--- config.mk ---
export PLATFORM = sky130hd
export DESIGN_NAME = fingerprint_command_framer_flat
export DESIGN_NICKNAME = d
export VERILOG_FILES = /design/src/rtl/fcf_pkg.sv /design/src/rtl/fcf_ifs.sv /design/src/rtl/fcf_front.sv /design/src/rtl/fcf_queue.sv /design/src/rtl/fcf_back.sv /design/src/rtl/fingerprint_command_framer.sv /design/src/flat_wrapper.sv
export SDC_FILE = /design/constraint.sdc
export NUM_CORES = 1
export LEC_CHECK = 0
export BUFFER_PORTS_ARGS = -buffer_cell sky130_fd_sc_hd__buf_2
export CORE_ASPECT_RATIO = 0.5
export CORE_MARGIN = 2
export CORE_UTILIZATION = 50
export CTS_CLUSTER_DIAMETER = 50
export DETAILED_ROUTE_END_ITERATION = 12
export PLACE_DENSITY = 0.7
export SETUP_SLACK_MARGIN = 0.02
export SYNTH_ARGS = -nofsm -noshare
export SYNTH_HDL_FRONTEND = slang
export SYNTH_SLANG_ARGS = --single-unit
export TNS_END_PERCENT = 5
--- constraint.sdc ---
create_clock -name i_clk -period 6.35 [get_ports i_clk]
set_clock_uncertainty 0.05 [all_clocks]
set_input_delay 1.27 -clock i_clk [delete_from_list [all_inputs] [get_ports i_clk]]
set_output_delay 1.27 -clock i_clk [all_outputs]
set_load 0.005 [all_outputs]
--- src/rtl/fcf_pkg.sv ---
// ----------------------------------------------------------------------------
// fcf_pkg
// Shared constants, types and helpers of the fingerprint command framer.
// ----------------------------------------------------------------------------
package fcf_pkg;

    localparam int PACKET_BUFFER_BYTES = 32;
    localparam int OVERHEAD_BYTES      = 12;
    localparam int MAX_PAYLOAD         = PACKET_BUFFER_BYTES - OVERHEAD_BYTES;
    localparam int POS_W               = $clog2(MAX_PAYLOAD + 1);

    localparam int BYTE_W = 8;
    localparam int ADDR_W = 32;
    localparam int SUM_W  = 16;

    localparam logic [SUM_W-1:0]  HEADER_WORD   = 16'hEF01;
    localparam logic [BYTE_W-1:0] PACKET_ID_CMD = 8'h01;
    localparam logic [SUM_W-1:0]  LENGTH_EXTRA  = 16'd3;

    localparam int QUEUE_DEPTH = 4;
    localparam int QPTR_W      = $clog2(QUEUE_DEPTH);
    localparam int QCNT_W      = $clog2(QUEUE_DEPTH + 1);

    // header byte slots
    localparam int HDR_W = 4;
    localparam logic [HDR_W-1:0] HDR_SYNC_HI = 4'd0;
    localparam logic [HDR_W-1:0] HDR_SYNC_LO = 4'd1;
    localparam logic [HDR_W-1:0] HDR_ADDR_3  = 4'd2;
    localparam logic [HDR_W-1:0] HDR_ADDR_2  = 4'd3;
    localparam logic [HDR_W-1:0] HDR_ADDR_1  = 4'd4;
    localparam logic [HDR_W-1:0] HDR_ADDR_0  = 4'd5;
    localparam logic [HDR_W-1:0] HDR_ID      = 4'd6;
    localparam logic [HDR_W-1:0] HDR_LEN_HI  = 4'd7;
    localparam logic [HDR_W-1:0] HDR_LEN_LO  = 4'd8;
    localparam logic [HDR_W-1:0] HDR_CMD     = 4'd9;

    typedef logic [POS_W-1:0] t_pos;

    typedef enum logic [1:0] {
        K_ERROR = 2'd0,
        K_FIRST = 2'd1,
        K_DATA  = 2'd2
    } t_kind;

    // one queued job for the back end
    typedef struct packed {
        t_kind              kind;
        logic [BYTE_W-1:0]  cmd;
        logic [SUM_W-1:0]   len_field;
        logic               has_data;
        logic [BYTE_W-1:0]  data;
        logic               do_csum;
        logic [SUM_W-1:0]   csum;
    } t_entry;

    function automatic logic [BYTE_W-1:0] hdr_byte(
        input logic [HDR_W-1:0]  idx,
        input logic [ADDR_W-1:0] addr,
        input logic [SUM_W-1:0]  len_field,
        input logic [BYTE_W-1:0] cmd
    );
        logic [BYTE_W-1:0] b;
        case (idx)
            HDR_SYNC_HI: b = HEADER_WORD[15:8];
            HDR_SYNC_LO: b = HEADER_WORD[7:0];
            HDR_ADDR_3:  b = addr[31:24];
            HDR_ADDR_2:  b = addr[23:16];
            HDR_ADDR_1:  b = addr[15:8];
            HDR_ADDR_0:  b = addr[7:0];
            HDR_ID:      b = PACKET_ID_CMD;
            HDR_LEN_HI:  b = len_field[15:8];
            HDR_LEN_LO:  b = len_field[7:0];
            HDR_CMD:     b = cmd;
            default:     b = '0;
        endcase
        return b;
    endfunction

endpackage

--- src/rtl/fcf_ifs.sv ---
// ----------------------------------------------------------------------------
// fcf_ifs
// Valid/ready channels of the framer: item input, byte output, address write.
// ----------------------------------------------------------------------------
interface fcf_in_if import fcf_pkg::*; ();
    logic              valid;
    logic              ready;
    logic [BYTE_W-1:0] command_code;
    logic [BYTE_W-1:0] payload_len;
    logic [BYTE_W-1:0] reply_len;
    logic [BYTE_W-1:0] data_byte;

    modport source (output valid, command_code, payload_len, reply_len, data_byte,
                    input ready);
    modport sink   (input valid, command_code, payload_len, reply_len, data_byte,
                    output ready);
endinterface

interface fcf_out_if import fcf_pkg::*; ();
    logic              valid;
    logic              ready;
    logic [BYTE_W-1:0] out_byte;
    logic              last;
    logic              error;

    modport source (output valid, out_byte, last, error, input ready);
    modport sink   (input valid, out_byte, last, error, output ready);
endinterface

interface fcf_cfg_if import fcf_pkg::*; ();
    logic              valid;
    logic              ready;
    logic [ADDR_W-1:0] data;

    modport source (output valid, data, input ready);
    modport sink   (input valid, data, output ready);
endinterface

--- src/rtl/fcf_front.sv ---
// ----------------------------------------------------------------------------
// fcf_front
// Accepts items, checks sizes, tracks position and checksum, queues jobs.
// ----------------------------------------------------------------------------
module fcf_front import fcf_pkg::*; (
    input  logic     i_clk,
    input  logic     i_rst_n,
    fcf_in_if.sink   i_in,
    input  logic     i_q_full,
    output logic     o_push,
    output t_entry   o_entry
);

    t_pos             r_pos, n_pos;
    t_pos             r_len, n_len;
    logic [SUM_W-1:0] r_sum, n_sum;

    logic [SUM_W-1:0] len_field;
    logic [SUM_W-1:0] head_sum;
    logic [SUM_W-1:0] base_sum;
    logic [SUM_W-1:0] data_sum;
    t_pos             pos_inc;
    logic             too_big;

    assign i_in.ready = !i_q_full;
    assign o_push     = i_in.valid && !i_q_full;

    always_comb begin
        len_field = SUM_W'(i_in.payload_len) + LENGTH_EXTRA;
        head_sum  = SUM_W'(PACKET_ID_CMD) + SUM_W'(len_field[15:8])
                  + SUM_W'(len_field[7:0]) + SUM_W'(i_in.command_code);
        too_big   = (i_in.payload_len > BYTE_W'(MAX_PAYLOAD))
                 || (i_in.reply_len > BYTE_W'(MAX_PAYLOAD));
        base_sum  = (r_pos == '0) ? head_sum : r_sum;
        data_sum  = base_sum + SUM_W'(i_in.data_byte);
        pos_inc   = r_pos + t_pos'(1);

        n_pos = r_pos;
        n_len = r_len;
        n_sum = r_sum;

        o_entry           = '0;
        o_entry.cmd       = i_in.command_code;
        o_entry.len_field = len_field;
        o_entry.data      = i_in.data_byte;

        if (r_pos == '0) begin
            if (too_big) begin
                o_entry.kind = K_ERROR;
            end else if (i_in.payload_len == '0) begin
                o_entry.kind    = K_FIRST;
                o_entry.do_csum = 1'b1;
                o_entry.csum    = head_sum;
            end else begin
                o_entry.kind     = K_FIRST;
                o_entry.has_data = 1'b1;
                o_entry.csum     = data_sum;
                if (t_pos'(1) >= i_in.payload_len[POS_W-1:0]) begin
                    o_entry.do_csum = 1'b1;
                end else begin
                    n_pos = t_pos'(1);
                    n_len = i_in.payload_len[POS_W-1:0];
                    n_sum = data_sum;
                end
            end
        end else begin
            o_entry.kind     = K_DATA;
            o_entry.has_data = 1'b1;
            o_entry.csum     = data_sum;
            if (pos_inc >= r_len) begin
                // packet complete: back to idle
                o_entry.do_csum = 1'b1;
                n_pos = '0;
                n_len = '0;
                n_sum = '0;
            end else begin
                n_pos = pos_inc;
                n_sum = data_sum;
            end
        end
    end

    always_ff @(posedge i_clk) begin
        if (!i_rst_n) begin
            r_pos <= '0;
            r_len <= '0;
            r_sum <= '0;
        end else if (o_push) begin
            r_pos <= n_pos;
            r_len <= n_len;
            r_sum <= n_sum;
        end
    end

endmodule

--- src/rtl/fcf_queue.sv ---
// ----------------------------------------------------------------------------
// fcf_queue
// Small job FIFO between the front and back ends.
// ----------------------------------------------------------------------------
module fcf_queue import fcf_pkg::*; (
    input  logic   i_clk,
    input  logic   i_rst_n,
    input  logic   i_push,
    input  t_entry i_entry,
    input  logic   i_pop,
    output logic   o_full,
    output logic   o_valid,
    output t_entry o_head
);

    t_entry              r_mem [QUEUE_DEPTH];
    logic [QPTR_W-1:0]   r_wptr, r_rptr;
    logic [QCNT_W-1:0]   r_cnt;

    logic do_push;
    logic do_pop;

    assign o_full  = (r_cnt == QCNT_W'(QUEUE_DEPTH));
    assign o_valid = (r_cnt != '0);
    assign o_head  = r_mem[r_rptr];
    assign do_push = i_push && !o_full;
    assign do_pop  = i_pop && o_valid;

    always_ff @(posedge i_clk) begin
        if (do_push) begin
            r_mem[r_wptr] <= i_entry;
        end
    end

    always_ff @(posedge i_clk) begin
        if (!i_rst_n) begin
            r_wptr <= '0;
            r_rptr <= '0;
            r_cnt  <= '0;
        end else begin
            if (do_push) begin
                r_wptr <= r_wptr + QPTR_W'(1);
            end
            if (do_pop) begin
                r_rptr <= r_rptr + QPTR_W'(1);
            end
            case ({do_push, do_pop})
                2'b10:   r_cnt <= r_cnt + QCNT_W'(1);
                2'b01:   r_cnt <= r_cnt - QCNT_W'(1);
                default: r_cnt <= r_cnt;
            endcase
        end
    end

endmodule

--- src/rtl/fcf_back.sv ---
// ----------------------------------------------------------------------------
// fcf_back
// Walks each queued job byte by byte into a registered output word.
// ----------------------------------------------------------------------------
module fcf_back import fcf_pkg::*; (
    input  logic              i_clk,
    input  logic              i_rst_n,
    input  logic [ADDR_W-1:0] i_addr,
    input  logic              i_q_valid,
    input  t_entry            i_head,
    output logic              o_pop,
    fcf_out_if.source         o_out
);

    typedef enum logic [3:0] {
        PH_HEAD   = 4'b0001,
        PH_DATA   = 4'b0010,
        PH_SUM_HI = 4'b0100,
        PH_SUM_LO = 4'b1000
    } t_phase;

    logic              r_active, n_active;
    t_phase            r_phase, n_phase;
    logic [HDR_W-1:0]  r_idx, n_idx;

    logic              r_valid;
    logic [BYTE_W-1:0] r_byte, n_byte;
    logic              r_last, n_last;
    logic              r_err, n_err;

    t_phase            cur_phase;
    logic [HDR_W-1:0]  cur_idx;
    logic              load;
    logic              emit;

    assign load = !r_valid || o_out.ready;
    assign emit = load && i_q_valid;

    assign o_out.valid    = r_valid;
    assign o_out.out_byte = r_byte;
    assign o_out.last     = r_last;
    assign o_out.error    = r_err;

    always_comb begin
        if (r_active) begin
            cur_phase = r_phase;
            cur_idx   = r_idx;
        end else begin
            cur_phase = (i_head.kind == K_DATA) ? PH_DATA : PH_HEAD;
            cur_idx   = HDR_SYNC_HI;
        end

        n_active = 1'b1;
        n_phase  = cur_phase;
        n_idx    = cur_idx;
        n_byte   = '0;
        n_last   = 1'b0;
        n_err    = 1'b0;
        o_pop    = 1'b0;

        if (i_head.kind == K_ERROR) begin
            n_last   = 1'b1;
            n_err    = 1'b1;
            n_active = 1'b0;
            o_pop    = emit;
        end else begin
            case (cur_phase)
                PH_HEAD: begin
                    n_byte = hdr_byte(cur_idx, i_addr, i_head.len_field, i_head.cmd);
                    if (cur_idx == HDR_CMD) begin
                        n_phase = i_head.has_data ? PH_DATA : PH_SUM_HI;
                    end else begin
                        n_idx = cur_idx + HDR_W'(1);
                    end
                end
                PH_DATA: begin
                    n_byte = i_head.data;
                    if (i_head.do_csum) begin
                        n_phase = PH_SUM_HI;
                    end else begin
                        n_active = 1'b0;
                        o_pop    = emit;
                    end
                end
                PH_SUM_HI: begin
                    n_byte  = i_head.csum[15:8];
                    n_phase = PH_SUM_LO;
                end
                PH_SUM_LO: begin
                    n_byte   = i_head.csum[7:0];
                    n_last   = 1'b1;
                    n_active = 1'b0;
                    o_pop    = emit;
                end
                default: begin
                    n_active = 1'b0;
                end
            endcase
        end
    end

    always_ff @(posedge i_clk) begin
        if (!i_rst_n) begin
            r_active <= 1'b0;
            r_phase  <= PH_HEAD;
            r_idx    <= '0;
            r_valid  <= 1'b0;
        end else if (load) begin
            r_valid <= i_q_valid;
            if (emit) begin
                r_active <= n_active;
                r_phase  <= n_phase;
                r_idx    <= n_idx;
            end
        end
    end

    // hold the word until taken
    always_ff @(posedge i_clk) begin
        if (emit) begin
            r_byte <= n_byte;
            r_last <= n_last;
            r_err  <= n_err;
        end
    end

endmodule

--- src/rtl/fingerprint_command_framer.sv ---
// A first item is queued as a job, then its first byte goes to the output register.
// One output word per cycle while the receiver is ready and a job waits; a rejected
// first item yields a lone error word, any other its ten header bytes, then its data
// byte, checksum or both; each further item its data byte (and the checksum if last).
// Input items are taken every cycle until the 4-entry job queue is full.
// Reset (synchronous, active low) empties queue and output, returns to idle
// and sets the device address to 0xFFFFFFFF.
// ----------------------------------------------------------------------------
// fingerprint_command_framer
// Frames command packets: header, address, id, length, command, payload, sum.
// ----------------------------------------------------------------------------
module fingerprint_command_framer import fcf_pkg::*; (
    input  logic       i_clk,
    input  logic       i_rst_n,
    fcf_cfg_if.sink    i_cfg,
    fcf_in_if.sink     i_in,
    fcf_out_if.source  o_out
);

    logic [ADDR_W-1:0] r_addr;
    logic              q_full;
    logic              q_valid;
    logic              push;
    logic              pop;
    t_entry            push_entry;
    t_entry            head;

    assign i_cfg.ready = 1'b1;

    always_ff @(posedge i_clk) begin
        if (!i_rst_n) begin
            r_addr <= '1;
        end else if (i_cfg.valid) begin
            r_addr <= i_cfg.data;
        end
    end

    fcf_front u_front (
        .i_clk    (i_clk),
        .i_rst_n  (i_rst_n),
        .i_in     (i_in),
        .i_q_full (q_full),
        .o_push   (push),
        .o_entry  (push_entry)
    );

    fcf_queue u_queue (
        .i_clk   (i_clk),
        .i_rst_n (i_rst_n),
        .i_push  (push),
        .i_entry (push_entry),
        .i_pop   (pop),
        .o_full  (q_full),
        .o_valid (q_valid),
        .o_head  (head)
    );

    fcf_back u_back (
        .i_clk     (i_clk),
        .i_rst_n   (i_rst_n),
        .i_addr    (r_addr),
        .i_q_valid (q_valid),
        .i_head    (head),
        .o_pop     (pop),
        .o_out     (o_out)
    );

endmodule

--- src/flat_wrapper.sv ---
// flat-port wrapper written by rule: the top's interface ports become plain ports
module fingerprint_command_framer_flat import fcf_pkg::*;
  (i_clk, i_rst_n, i_cfg_valid, i_cfg_data, i_cfg_ready, i_in_valid, i_in_command_code, i_in_payload_len, i_in_reply_len, i_in_data_byte, i_in_ready, o_out_valid, o_out_out_byte, o_out_last, o_out_error, o_out_ready);
  fcf_cfg_if i_cfg_i ();
  fcf_in_if i_in_i ();
  fcf_out_if o_out_i ();
  input  logic i_clk;
  input  logic i_rst_n;
  input wire logic [$bits(i_cfg_i.valid)-1:0] i_cfg_valid;
  input wire logic [$bits(i_cfg_i.data)-1:0] i_cfg_data;
  output wire logic [$bits(i_cfg_i.ready)-1:0] i_cfg_ready;
  input wire logic [$bits(i_in_i.valid)-1:0] i_in_valid;
  input wire logic [$bits(i_in_i.command_code)-1:0] i_in_command_code;
  input wire logic [$bits(i_in_i.payload_len)-1:0] i_in_payload_len;
  input wire logic [$bits(i_in_i.reply_len)-1:0] i_in_reply_len;
  input wire logic [$bits(i_in_i.data_byte)-1:0] i_in_data_byte;
  output wire logic [$bits(i_in_i.ready)-1:0] i_in_ready;
  output wire logic [$bits(o_out_i.valid)-1:0] o_out_valid;
  output wire logic [$bits(o_out_i.out_byte)-1:0] o_out_out_byte;
  output wire logic [$bits(o_out_i.last)-1:0] o_out_last;
  output wire logic [$bits(o_out_i.error)-1:0] o_out_error;
  input wire logic [$bits(o_out_i.ready)-1:0] o_out_ready;
  assign i_cfg_i.valid = i_cfg_valid;
  assign i_cfg_i.data = i_cfg_data;
  assign i_cfg_ready = i_cfg_i.ready;
  assign i_in_i.valid = i_in_valid;
  assign i_in_i.command_code = i_in_command_code;
  assign i_in_i.payload_len = i_in_payload_len;
  assign i_in_i.reply_len = i_in_reply_len;
  assign i_in_i.data_byte = i_in_data_byte;
  assign i_in_ready = i_in_i.ready;
  assign o_out_valid = o_out_i.valid;
  assign o_out_out_byte = o_out_i.out_byte;
  assign o_out_last = o_out_i.last;
  assign o_out_error = o_out_i.error;
  assign o_out_i.ready = o_out_ready;
  fingerprint_command_framer u_core (.i_clk(i_clk), .i_rst_n(i_rst_n), .i_cfg(i_cfg_i), .i_in(i_in_i), .o_out(o_out_i));
endmodule
# Word-level counts from Yosys, hierarchy flattened
# Memories as Yosys holds them, arrays and structs flattened. A register that Yosys moved wholly into a read port is not among the register bits.
# Index checks and enable logic that the tools add are counted.
[totals]
ff_bits = 85
n_memories = 1
ram_bits = 180
wordCells = 122
in_bits = 69
output_inout_bits = 13
[mem_list]
columns = ["name", "words", "width", "read_ports", "rd_clocked_by_memory_dff", "write_ports", "line", "rtl"]
rows = [
  ["u_core.u_queue.r_mem", 4, 45, 1, 1, 1, "fcf_queue.sv:16", "t_entry r_mem [QUEUE_DEPTH];"],
]
[op_classes]
n_eq_ne = 20
add_sub_neg = 11
n_reduce_logical = 20
magnitude_cmp = 4
mux = 52
[ops]
columns = ["operator", "n"]
rows = [
  ["16-bit two-way mux", 6],
  ["8-bit case mux with 9 select lines", 1],
  ["17-bit two-way mux", 3],
  ["5-bit two-way mux", 10],
  ["4-bit two-way mux", 8],
  ["8-bit case mux with 4 select lines", 1],
  ["4-bit by 3-bit == test with 1-bit output (second input constant)", 5],
  ["16-bit by 8-bit adder with 16-bit output", 1],
  ["8-bit by 5-bit greater-than comparator with 1-bit output (second input constant)", 2],
  ["1-bit two-way mux", 14],
  ["4-bit by 2-bit == test with 1-bit output (second input constant)", 3],
  ["4-bit == test (second input constant)", 3],
  ["4-bit case mux with 3 select lines", 1],
  ["9-bit by 8-bit adder with 10-bit output", 1],
  ["2-bit by 8-bit adder with 9-bit output", 1],
  ["8-bit by 2-bit adder with 9-bit output (second input constant)", 1],
  ["4-bit by 1-bit == test with 1-bit output (second input constant)", 2],
  ["8-bit logical NOT", 1],
  ["2-bit two-way mux", 4],
  ["2-bit inequality test (second input constant)", 3],
  ["3-bit case mux with 2 select lines", 1],
  ["5-bit by 1-bit adder with 5-bit output (second input constant)", 1],
  ["1-bit by 5-bit >= comparator with 1-bit output (first input constant)", 1],
  ["5-bit >= comparator", 1],
  ["22 further kinds", 32],
]

# Longest topological paths before layout
# Gate-level depths: netlist of run 1.
[logic_depth]
word_depth = 10
mapped_depth = 22
mapped_depth_nobuf = 22

# Hierarchy
# Synthesis of run 1 repeated with hierarchy kept, for this count alone.
[unflattened]
hier_cells = 1017
hier_area_um2 = 13832.0
[by_module_without_submodules]
columns = ["mod", "instances", "area_each_um2", "cells_each", "seq_area_each_um2"]
rows = [
  ["fcf_queue", 1, 8062.7, 324, 6426.2],
  ["fcf_front", 1, 2891.5, 386, 520.5],
  ["fcf_back", 1, 1717.9, 202, 500.5],
  ["fingerprint_command_framer", 1, 1159.9, 105, 640.6],
]

# Worst setup path after synthesis of run 1
# OpenSTA, ideal clock, no wires.
[synth_timing]
kind = "input -> register"
start = "input i_in_payload_len[0]"
end = "register u_core.u_front.r_sum[15]"
path_slack_ns = 1.113
setup_ns = 0.074
stages = 20
path_buffers = 0
t_arrival_ns = 5.113
required_ns = 6.226
path_cell_list = "inv_1 > ha_1 > nor2b_1 > nand3_1 > ha_1 > inv_1 > ha_1 > fa_1 > a211oi_1 > nor2_1 > o21a_1 > nor2_1 > xor2_1 > o21ai_0 > ha_1 > o311ai_1 > a31oi_4 > nand4_1 > or4_1 > a31oi_1"
[synth_between]
elab_chain_cells = 10
word_cells_on_any_way = 19
classes_between = "5 x add/sub; 2 x order compare; 3 x eq/ne; 6 x mux; 3 x reduce/logical"
[synth_lines]
columns = ["item", "line", "rtl"]
rows = [
  ["start: declaration", "flat_wrapper.sv:14", "input wire logic [$bits(i_in_i.payload_len)-1:0] i_in_payload_len;"],
  ["8-bit by 2-bit adder with 9-bit output", "fcf_front.sv:29", "len_field = SUM_W'(i_in.payload_len) + LENGTH_EXTRA;"],
  ["1-bit by 1-bit adder with 2-bit output", "fcf_front.sv:30", "head_sum = SUM_W'(PACKET_ID_CMD) + SUM_W'(len_field[15:8])"],
  ["2-bit by 8-bit adder with 9-bit output", "fcf_front.sv:31", "+ SUM_W'(len_field[7:0]) + SUM_W'(i_in.command_code);"],
  ["9-bit by 8-bit adder with 10-bit output", "fcf_front.sv:31", ""],
  ["16-bit two-way mux", "fcf_front.sv:34", "base_sum = (r_pos == '0) ? head_sum : r_sum;"],
  ["16-bit by 8-bit adder with 16-bit output", "fcf_front.sv:35", "data_sum = base_sum + SUM_W'(i_in.data_byte);"],
  ["16-bit two-way mux", "fcf_front.sv:58", "if (t_pos'(1) >= i_in.payload_len[POS_W-1:0]) begin"],
  ["16-bit two-way mux", "fcf_front.sv:50", "end else if (i_in.payload_len == '0) begin"],
  ["16-bit two-way mux", "fcf_front.sv:48", "if (too_big) begin"],
  ["16-bit two-way mux", "fcf_front.sv:47", "if (r_pos == '0) begin"],
  ["end signal: assignment", "fcf_front.sv:91", "r_sum <= n_sum;"],
  ["end: declaration", "fcf_front.sv:16", "logic [SUM_W-1:0] r_sum, n_sum;"],
]
# Parallel ways exist; a longest one is shown, timed or not. The select of a mux whose other input is x is not followed.
# A chain may end at the register's enable or synchronous reset.

==> impl_metrics.json, run 1 <==
{
  "hold_class": "flop to flop",
  "synthCells": 932,
  "drtAntennaViolNets": 0,
  "p_sw_share_pct": 29.89,
  "async_reset_ff_share_pct": 0,
  "endpoint_kind": "flop",
  "die-area_um2": 25840,
  "setup_ws_ns": 0.8403,
  "power_frac_seq_pct": 44.3,
  "status": "finished, final reports clean",
  "synthSimpleGateAreaFrac_pct": 9.144,
  "worstSetupPathType": "primary input to flop",
  "drtPass1Iterations": 6,
  "postCtsHoldBufs": 0,
  "grt_max_degree": 46,
  "synth_compound_area_share_pct": 10.58,
  "r2r_setup_slack_ns": 2.07,
  "grt_pass1_wl_mm": 44.22,
  "yosys_most_used_dff": "edfxtp_1",
  "final.setup.tns_ns": 0,
  "ctsResizeCount": 0,
  "critPathLaunchType": "primary input",
  "die_height_um": 114.7,
  "synth_top_family_by_area": "multiplexers",
  "timing.final.crit_period_ns": 5.510,
  "area_delta_synth_final_pct": 12.09,
  "start_util_pct": 50.98,
  "overflow": 0,
  "root_buffer": "clkbuf_16",
  "max_cap_violations": 0,
  "vias": 8106,
  "nNetsFinal": 1119,
  "ys_types": 72,
  "hold_violations": 0,
  "clock_path_buffers": 3,
  "grt_pass1_vias": 7859,
  "h-tree-depth": 1,
  "drive_above_1_share_pct": 19.18,
  "crit_required_ns": 6.64,
  "leakage_nw": 4.971,
  "nFillCells": 1893,
  "setup_violations": 0,
  "gp_congestion": 0.9189,
  "num_rows": 40,
  "syn_area_um2": 12250,
  "cp_max_fo": 7,
  "cts_tree": "done",
  "wl_per_cell_um": 21.42,
  "p_int_mw": 3.476,
  "synth_seq_cells": 267,
  "p_comb_share_pct": 26.2,
  "drc": 0,
  "fmax_mhz": 181.5,
  "synth.avg_cell_area_um2": 13.14,
  "core-area_um2": 24020,
  "relSlewSlack_pct": 16.03,
  "post-dp-hpwl_mm": 19.12,
  "grt_antenna_before_repair": 0,
  "initialDrtViolationCount": 950,
  "cp.arrival_ns": 5.80,
  "switching_power_mw": 1.482,
  "cts_inserted_buffers": 25,
  "fin_crit_sh_pct": 86.77,
  "grt_setup_unrepaired": "no",
  "insertion_delay_ns": 0.54,
  "place_ws_ns": 0.4302,
  "power.density_nw_per_um2": 361.2,
  "clockPowerShare_pct": 29.5,
  "maxSlewViolCount": 0,
  "n_antenna_cell": 0,
  "clock-sinks": 267,
  "synth_xor_area_share_pct": 2.360,
  "cts.clk_slew.worst_paths_ns": 0.07,
  "finalWirelength_mm": 28.63,
  "cts_setup_buffers": 0,
  "die_w_um": 225.3,
  "drt-vias-per-instance": 6.063,
  "synthMuxAreaShare_pct": 11.17,
  "synth_fp_nets": 1047,
  "tightest_slew_ns": 1.256,
  "ys_seq_area_share_pct": 59.17,
  "io_buffers": 80,
  "synth-edff-count": 190,
  "max-vdd-ir-drop_mv": 0.1869,
  "yosysWarningCount": 0,
  "yosys.area_share.adder_pct": 4.884,
  "io_pins": 82,
  "grt.total_usage_pct": 22.56
}
[worst paths after layout]
check | start | end | cells after the start
min reg2reg | u_core.u_front.r_sum[6] | u_core.u_front.r_sum[6] | 2
min | u_core.u_front.r_sum[6] | u_core.u_front.r_sum[6] | 2
max | i_in_payload_len[0] | u_core.u_queue.r_mem[0][12] | 20
max reg2reg | u_core.u_front.r_pos[0] | u_core.u_queue.r_mem[3][9] | 16
[cells by family after synthesis]
group	after synthesis
muxes	80
xor gates and xnor gates	33
buffers and inverters	81
and+or+nand+nor	241
other	1
DFF	267
AOI/OAI and AO/OA	183
adders and majority gates	46
[per-layer routing]
metal / vias to the layer above / global-route usage, % / share of wire [%]
met2: 296 / 35.88 / 46
li1: 3695 / - / -
met3: 47 / 4.234 / 7.5
met1: 4068 / 32.47 / 45
met5: - / 0 / 0
met4: 0 / 5.121 / 1.9
[area by class of cell]
| class | count | area [µm²] | area share (%) |
|---|---|---|---|
| Sequential cell | 267 | 7249 | 52.81 |
| Multi-Input combinational cell | 584 | 4679 | 34.09 |
| Clock buffer | 38 | 726.9 | 5.296 |
| Timing Repair Buffer | 90 | 475.5 | 3.464 |
| Tap cell | 315 | 394.1 | 2.871 |
| Inverter | 36 | 135.1 | 0.9844 |
| Clock inverter | 7 | 66.31 | 0.4831 |
[cells in the final DEF, fill, tap and decap left out, types with 25 or more instances in the layout]
master,instances
edfxtp_1,190
nand2_1,93
buf_2,80
dfxtp_1,75
nor2_1,64
mux4_2,44
ha_1,43
a21oi_1,38
inv_1,36
mux2i_1,35
o21ai_0,34
clkbuf_16,25
[through the flow]
| stage | hold WS (ns) | total power [mW] | utilization [%] | instance area (µm²) | instances |
|---|---|---|---|---|---|
| global placement | 0.3918 | 3.496 | 53.84 | 12930 | 1292 |
| CTS | 0.4078 | 4.984 | 57.14 | 13730 | 1337 |
| floorplan | 0.3821 | 3.148 | - | 12250 | 932 |
| detailed placement | 0.3972 | 3.528 | 53.84 | 12930 | 1292 |
| global route | 0.4264 | 5.191 | 57.14 | 13730 | 1337 |
| finish | 0.4078 | 4.959 | 57.14 | 13730 | 1337 |
[sequential cells by signal (all words and copies together), names as in the netlist, named ones only]
register / flops
u_core.r_addr: 32
u_core.u_back.o_out.error: 1
u_core.u_back.o_out.last: 1
u_core.u_back.o_out.out_byte: 8
u_core.u_back.o_out.valid: 1
u_core.u_back.r_active: 1
u_core.u_back.r_idx: 4
u_core.u_back.r_phase: 4
u_core.u_front.r_len: 5
u_core.u_front.r_pos: 5
u_core.u_front.r_sum: 16
u_core.u_queue.r_cnt: 3
u_core.u_queue.r_mem: 180
u_core.u_queue.r_rptr: 2
u_core.u_queue.r_wptr: 2
[power groups by stage]
stage / Clock (mW) / Sequential, mW / Combinational [mW]
floorplan: 0 / 2.20 / 0.946
global placement: 0 / 2.22 / 1.28
detailed placement: 0 / 2.23 / 1.30
CTS: 1.49 / 2.20 / 1.30
global route: 1.56 / 2.22 / 1.42
finish: 1.46 / 2.20 / 1.30
[Yosys cell counts (all sizes together), types with 19 or more instances]
master | n | share of area, %
nand2 | 95 | 3.0
o21ai | 35 | 1.4
edfxtp | 190 | 47
nand3 | 20 | 0.82
xor2 | 19 | 1.4
clkbuf | 29 | 0.89
nor2 | 64 | 2.0
dfxtp | 77 | 13
mux2i | 35 | 2.9
inv | 36 | 1.1
mux4 | 45 | 8.3
ha | 43 | 4.4
a21oi | 39 | 1.7
[worst max-delay path, cell delays in order]
cell and delay (ns):
buf_2 0.10, inv_1 0.11, ha_1 0.25, nor2b_1 0.20
nand2_1 0.10, xnor2_1 0.37, ha_1 0.32, ha_1 0.35
a21oi_1 0.21, nand2_1 0.12, a21o_1 0.19, a21oi_1 0.17
xor2_1 0.21, o21ai_0 0.10, ha_1 0.35, a21oi_1 0.20
nand2_1 0.08, o21ai_0 0.57, nand2b_1 0.25, xor2_1 0.27
Power figures use the tool's default switching activity.
==> inputs of run 2 (changes only) <==
--- a/config.mk
+++ b/config.mk
@@ -5,6 +5,7 @@
 export SDC_FILE = /design/constraint.sdc
 export NUM_CORES = 1
 export LEC_CHECK = 0
+export ABC_AREA = 1
 export BUFFER_PORTS_ARGS = -buffer_cell sky130_fd_sc_hd__buf_2
 export CORE_ASPECT_RATIO = 0.5
 export CORE_MARGIN = 2
==> impl_metrics.json, run 2 <==
{
  "clock-sinks": 267,
  "hold_class": "flop to flop",
  "setup_ws_ns": 0.6575,
  "max-vdd-ir-drop_mv": 0.2026,
  "reg_top3": "u_core.u_queue.r_mem (180), u_core.r_addr (32), u_core.u_front.r_sum (16)",
  "place_ws_ns": 0.2432,
  "ys_top_cells_by_area": "edfxtp_1 45%, dfxtp_1 12%, nand2_1 8.5%",
  "synth.avg_cell_area_um2": 9.352,
  "cp.arrival_ns": 5.90,
  "yosysMostFrequentCell": "nand2_1",
  "cts_inserted_buffers": 24,
  "critPathLaunchType": "primary input",
  "die_w_um": 228.5,
  "grt_pass1_vias": 8995,
  "ys_seq_area_share_pct": 57.53,
  "grt_setup_unrepaired": "no",
  "power.density_nw_per_um2": 361.7,
  "dpl_cell_area_um2": 13300,
  "fin_util_pct": 57.75,
  "nNetsFinal": 1524,
  "synth_fp_nets": 1462,
  "num_rows": 40,
  "leakage_nw": 5.644,
  "setup_violations": 0,
  "endpoint_kind": "flop",
  "finalWirelength_mm": 31.37,
  "hold_violations": 0,
  "n_antenna_cell": 0,
  "drt-vias-per-instance": 5.555,
  "insertion_delay_ns": 0.53,
  "drtAntennaViolNets": 0,
  "finalPower_mw": 5.091,
  "grt_max_degree": 97,
  "crit_required_ns": 6.56,
  "yosysWarningCount": 0,
  "async_reset_ff_share_pct": 0,
  "yosys.area.top_type": "edfxtp_1",
  "nFillCells": 2097,
  "h-tree-depth": 1,
  "status": "finished, final reports clean",
  "die-area_um2": 26560,
  "tightest_slew_ns": 1.051,
  "fmax_mhz": 175.7,
  "cp_max_fo": 7,
  "overflow": 0,
  "yosys_most_used_dff": "edfxtp_1",
  "worstSetupPathType": "primary input to flop",
  "mostFrequentLayoutCells": "285 x nand2_1, 190 x edfxtp_1, 131 x o21ai_0",
  "netlist_top_cells_count": "285 x nand2_1, 190 x edfxtp_1, 132 x nor2_1, 131 x o21ai_0, 118 x inv_1",
  "design_area_um2": 14070,
  "grt_antenna_before_repair": 0,
  "drc": 0,
  "synth_top_area_share_pct": 45.29,
  "start_util_pct": 51.68,
  "synthCells": 1347,
  "io_buffers": 80,
  "synth-edff-count": 190,
  "grt.total_usage_pct": 23.71,
  "drive_above_1_share_pct": 11.28,
  "post-dp-hpwl_mm": 20.26,
  "maxSlewViolCount": 0,
  "fin_crit_sh_pct": 89.65,
  "wl_per_cell_um": 17.79,
  "initialDrtViolationCount": 929,
  "cts_tree": "done",
  "grt_pass1_wl_mm": 48.93,
  "root_buffer": "clkbuf_16",
  "syn_area_um2": 12600,
  "drtPass1Iterations": 8,
  "vias": 9793,
  "final_common_cell": "nand2_1",
  "synth_seq_cells": 267,
  "final.setup.tns_ns": 0,
  "relSlewSlack_pct": 29.57,
  "gp_congestion": 0.8547,
  "ctsResizeCount": 0,
  "largest_reg_flops": 180,
  "postCtsHoldBufs": 0,
  "io_pins": 82,
  "regMostFlops": "u_core.u_queue.r_mem",
  "ys_types": 48,
  "area_delta_synth_final_pct": 11.73,
  "cts_setup_buffers": 0,
  "die_height_um": 116.2,
  "cts.clk_slew.worst_paths_ns": 0.07,
  "timing.final.crit_period_ns": 5.692,
  "core-area_um2": 24370,
  "max_cap_violations": 0,
  "clock_path_buffers": 3
}
-- run 2: changes by cell type in the layout (fill, tap and decap cells not counted), moves of 26 or more --
cell     change
o22ai_1     +26
nand3_1     +60
a21oi_1     +51
o21ai_0     +97
nor2_1      +64
nand2_1    +192
inv_1       +82
mux2i_1     -35
mux4_2      -44
-- run 2: cells by family (layout without fill, tap and decap cells) --
group | count (synthesis) | in the layout | synth area share, %
simple gates | 540 | 540 | 18.02
compound gates | 283 | 283 | 12.11
flops | 267 | 267 | 57.53
buf+inv | 186 | 266 | 5.900
fa+ha+maj | 46 | 46 | 4.748
xor+xnor | 24 | 24 | 1.669
other cells | 1 | 1 | 0.02977
-- run 2: per-stage QoR --
stage | cells | hold WS, ns
floorplan | 1347 | 0.3792
global placement | 1719 | 0.3920
detailed placement | 1719 | 0.3941
CTS | 1763 | 0.4095
global route | 1763 | 0.4292
finish | 1763 | 0.4088
-- run 2: final cells by class --
| cell class | instances | area (µm²) | area share, % |
|---|---|---|---|
| inverters | 127 | 476.7 | 3.387 |
| flip-flops and latches | 267 | 7248 | 51.50 |
| clock buffers | 31 | 658.1 | 4.676 |
| repair buffers | 95 | 513.0 | 3.645 |
| clock inverters | 13 | 115.1 | 0.8179 |
| multi-input cells | 894 | 4643 | 32.99 |
| well taps | 336 | 420.4 | 2.987 |
-- run 2: per-layer routing --
layer	share of wire, %	track usage, %
met5	0	0
met1	46	32.97
met2	45	38.87
met3	7.2	5.103
met4	1.7	4.924
-- run 2: final timing paths --
check                                         start                          end  slack, ns  cells after the start
worst max-delay path            i_in_payload_len[0]  u_core.u_queue.r_mem[0][15]       0.66                     28
worst min register to register    u_core.r_addr[17]            u_core.r_addr[17]       0.41                      2
worst min-delay path              u_core.r_addr[17]            u_core.r_addr[17]       0.41                      2
worst max register to register                 flop      u_core.u_queue.r_cnt[2]       2.67                     18
-- run 2: power by group --
part / internal (mW) / switching [mW] / leakage [nW]
clock network: 0.814 / 0.623 / 0.376
registers: 2.11 / 0.0659 / 2.41
logic: 0.428 / 1.05 / 2.86
-- run 2: worst max-delay path, cell delays in order --
cell and delay [ns]:
buf_2 0.11, inv_1 0.12, ha_1 0.26, nor3_1 0.41, nand3_1 0.16, nor2_1 0.13, inv_1 0.07, nor2_1 0.13
inv_1 0.06, ha_1 0.27, inv_1 0.04, ha_1 0.23, fa_1 0.41, nand3_1 0.10, nand2_1 0.10, a31oi_1 0.19
xor2_1 0.22, o21ai_0 0.14, ha_1 0.33, nand2_1 0.07, nor3_1 0.13, nand2_1 0.07, o211ai_1 0.13, nand2_1 0.11
a21oi_1 0.18, buf_4 0.17, nand3b_1 0.09, and2_1 0.21
==> inputs of run 3 (changes only) <==
--- a/config.mk
+++ b/config.mk
@@ -12,7 +12,7 @@
 export CORE_UTILIZATION = 50
 export CTS_CLUSTER_DIAMETER = 50
 export DETAILED_ROUTE_END_ITERATION = 12
-export PLACE_DENSITY = 0.7
+export PLACE_DENSITY = 0.72
 export SETUP_SLACK_MARGIN = 0.02
 export SYNTH_ARGS = -nofsm -noshare
 export SYNTH_HDL_FRONTEND = slang
==> constraint.sdc (replaced) <==
create_clock -name i_clk -period 4.7 [get_ports i_clk]
set_clock_uncertainty 0.05 [all_clocks]
set_input_delay 0.94 -clock i_clk [delete_from_list [all_inputs] [get_ports i_clk]]
set_output_delay 0.94 -clock i_clk [all_outputs]
set_load 0.005 [all_outputs]
==> impl_metrics.json, run 3 (synthesis gave the netlist of run 2 again) <==
{
  "nNetsFinal": 1588,
  "post-dp-hpwl_mm": 21.72,
  "vias": 10070,
  "setup_ws_ns": 0.1170,
  "max_cap_violations": 0,
  "regMostFlops": "u_core.u_queue.r_mem",
  "cts.clk_slew.worst_paths_ns": 0.06,
  "hold_ws_ns": 0.4069,
  "power.density_nw_per_um2": 492.9,
  "grt_setup_unrepaired": "yes",
  "place_ws_ns": -0.4919,
  "finalWirelength_mm": 32.55,
  "initialDrtViolationCount": 1016,
  "cts_inserted_buffers": 24,
  "max-vdd-ir-drop_mv": 0.2739,
  "status": "finished, final reports clean",
  "r2r_setup_slack_ns": 1.12,
  "mostFrequentLayoutCells": "283 x nand2_1, 190 x edfxtp_1, 127 x o21ai_0",
  "nFillCells": 2040,
  "insertion_delay_ns": 0.54,
  "crit_required_ns": 4.94,
  "tightest_slew_ns": 0.9744,
  "leakage_nw": 6.038,
  "reg_top3": "u_core.u_queue.r_mem (180), u_core.r_addr (32), u_core.u_front.r_sum (16)",
  "h-tree-depth": 1,
  "worstSetupPathType": "primary input to flop",
  "postCtsHoldBufs": 0,
  "start_util_pct": 51.68,
  "grt_antenna_before_repair": 0,
  "die-area_um2": 26560,
  "cp.arrival_ns": 4.82,
  "gp_congestion": 0.9045,
  "fin_crit_sh_pct": 97.51,
  "grt_pass1_vias": 9444,
  "endpoint": "u_core.u_queue.r_mem[3][15]",
  "die_w_um": 228.5,
  "wl_per_cell_um": 17.82,
  "core-area_um2": 24370,
  "cts_tree": "done",
  "num_rows": 40,
  "drtAntennaViolNets": 0,
  "final_common_cell": "nand2_1",
  "largest_reg_flops": 180,
  "overflow": 0,
  "io_pins": 82,
  "clock_path_buffers": 3,
  "dp_cells": 1779,
  "clock-sinks": 267,
  "hold_class": "flop to flop",
  "hold_path_startpoint": "u_core.r_addr[16]",
  "endpoint_kind": "flop",
  "hold_violations": 0,
  "r2r-end": "u_core.u_queue.r_mem[3][15]",
  "relSlewSlack_pct": 34.69,
  "drive_above_1_share_pct": 17.10,
  "drtPass1Iterations": 6,
  "multiInputGateArea_um2": 4796,
  "root_buffer": "clkbuf_16",
  "reg2reg_depth": 16,
  "maxSlewViolCount": 0,
  "critPathLaunch": "i_in_payload_len[0]",
  "die_height_um": 116.2,
  "grt_max_degree": 69,
  "cp_max_fo": 5,
  "seq_area_um2": 7248,
  "setup_violations": 0,
  "n_antenna_cell": 0,
  "r2r-start": "u_core.u_front.r_pos[0]",
  "drc": 0,
  "area_delta_synth_final_pct": 17.74,
  "critPathLaunchType": "primary input",
  "timing.final.crit_period_ns": 4.583,
  "fin_cells": 1827,
  "grt.total_usage_pct": 24.25,
  "io_buffers": 80,
  "drt-vias-per-instance": 5.511,
  "grt_pass1_wl_mm": 50.08,
  "fmax_mhz": 218.2
}
==> run 3: changes by cell type in the layout (fill, tap and decap cells not counted), sizes merged <==
cell	delta
bufinv	+2
clkinvlp	-2
buf	+64
clkbuf	+4
clkinv	-6
inv	+2
==> run 3: per-stage QoR <==
stage / setup TNS [ns] / cell area, µm² / util [%] / total power [mW]
final: 0 / 14830 / 60.85 / 7.311
after global routing: -0.4372 / 14830 / 60.85 / 7.682
after CTS: 0 / 14650 / 60.12 / 7.281
after detailed placement: -17.29 / 13800 / 56.60 / 5.160
after global placement: -15.28 / 13800 / 56.60 / 5.103
after floorplan: -1.944 / 12630 / - / 4.331
==> run 3: how the worst min path moves through the flow <==
stage | end | slack (ns) | depth (start not counted)
global placement | u_core.r_addr[6] | 0.39 | 2
finish | u_core.r_addr[16] | 0.41 | 2
global route | u_core.r_addr[12] | 0.43 | 2
CTS | u_core.r_addr[16] | 0.41 | 2
detailed placement | u_core.r_addr[6] | 0.39 | 2
floorplan | u_core.r_addr[25] | 0.38 | 2
==> run 3: where the power goes <==
group | total (mW) | internal, mW | switching [mW]
Sequential | 2.98 | 2.85 | 0.130
Clock | 2.12 | 1.28 | 0.849
Combinational | 2.21 | 0.759 | 1.45
==> run 3: cell type report <==
cell class	instances	area share (%)
Timing Repair Buffer	159	6.917
Multi-Input combinational cell	894	32.34
Clock buffer	35	4.834
Inverter	127	3.265
Clock inverter	9	0.9448
Sequential cell	267	48.87
Tap cell	336	2.834
==> run 3: worst max-delay path: stages <==
cell      delay (ns)
buf_8           0.08
inv_6           0.03
ha_4            0.15
nor3_4          0.20
nand3_2         0.09
nor2_1          0.11
inv_1           0.06
nor2_2          0.11
inv_2           0.06
ha_4            0.25
inv_2           0.04
ha_4            0.16
fa_2            0.36
nand3_2         0.07
nand2_2         0.05
a31oi_1         0.16
xor2_1          0.26
o21ai_1         0.12
ha_1            0.36
nand2_2         0.08
nor3_2          0.15
nand2_1         0.07
o211ai_1        0.12
nand2_1         0.16
a21oi_4         0.25
nand3b_1        0.14
and2_4          0.17
==> run 3: timing repair <==
action	in CTS	in global routing
resized for setup	0	33
setup endpoints to repair	0	53
setup buffers	0	4
==> run 3: layer usage <==
layer	GRT usage (%)	up-vias	wire, µm
met5	0	-	0
met4	5.534	0	559
met3	5.396	54	2501
met2	40.14	315	15070
met1	33.12	4854	14420
li1	-	4845	-
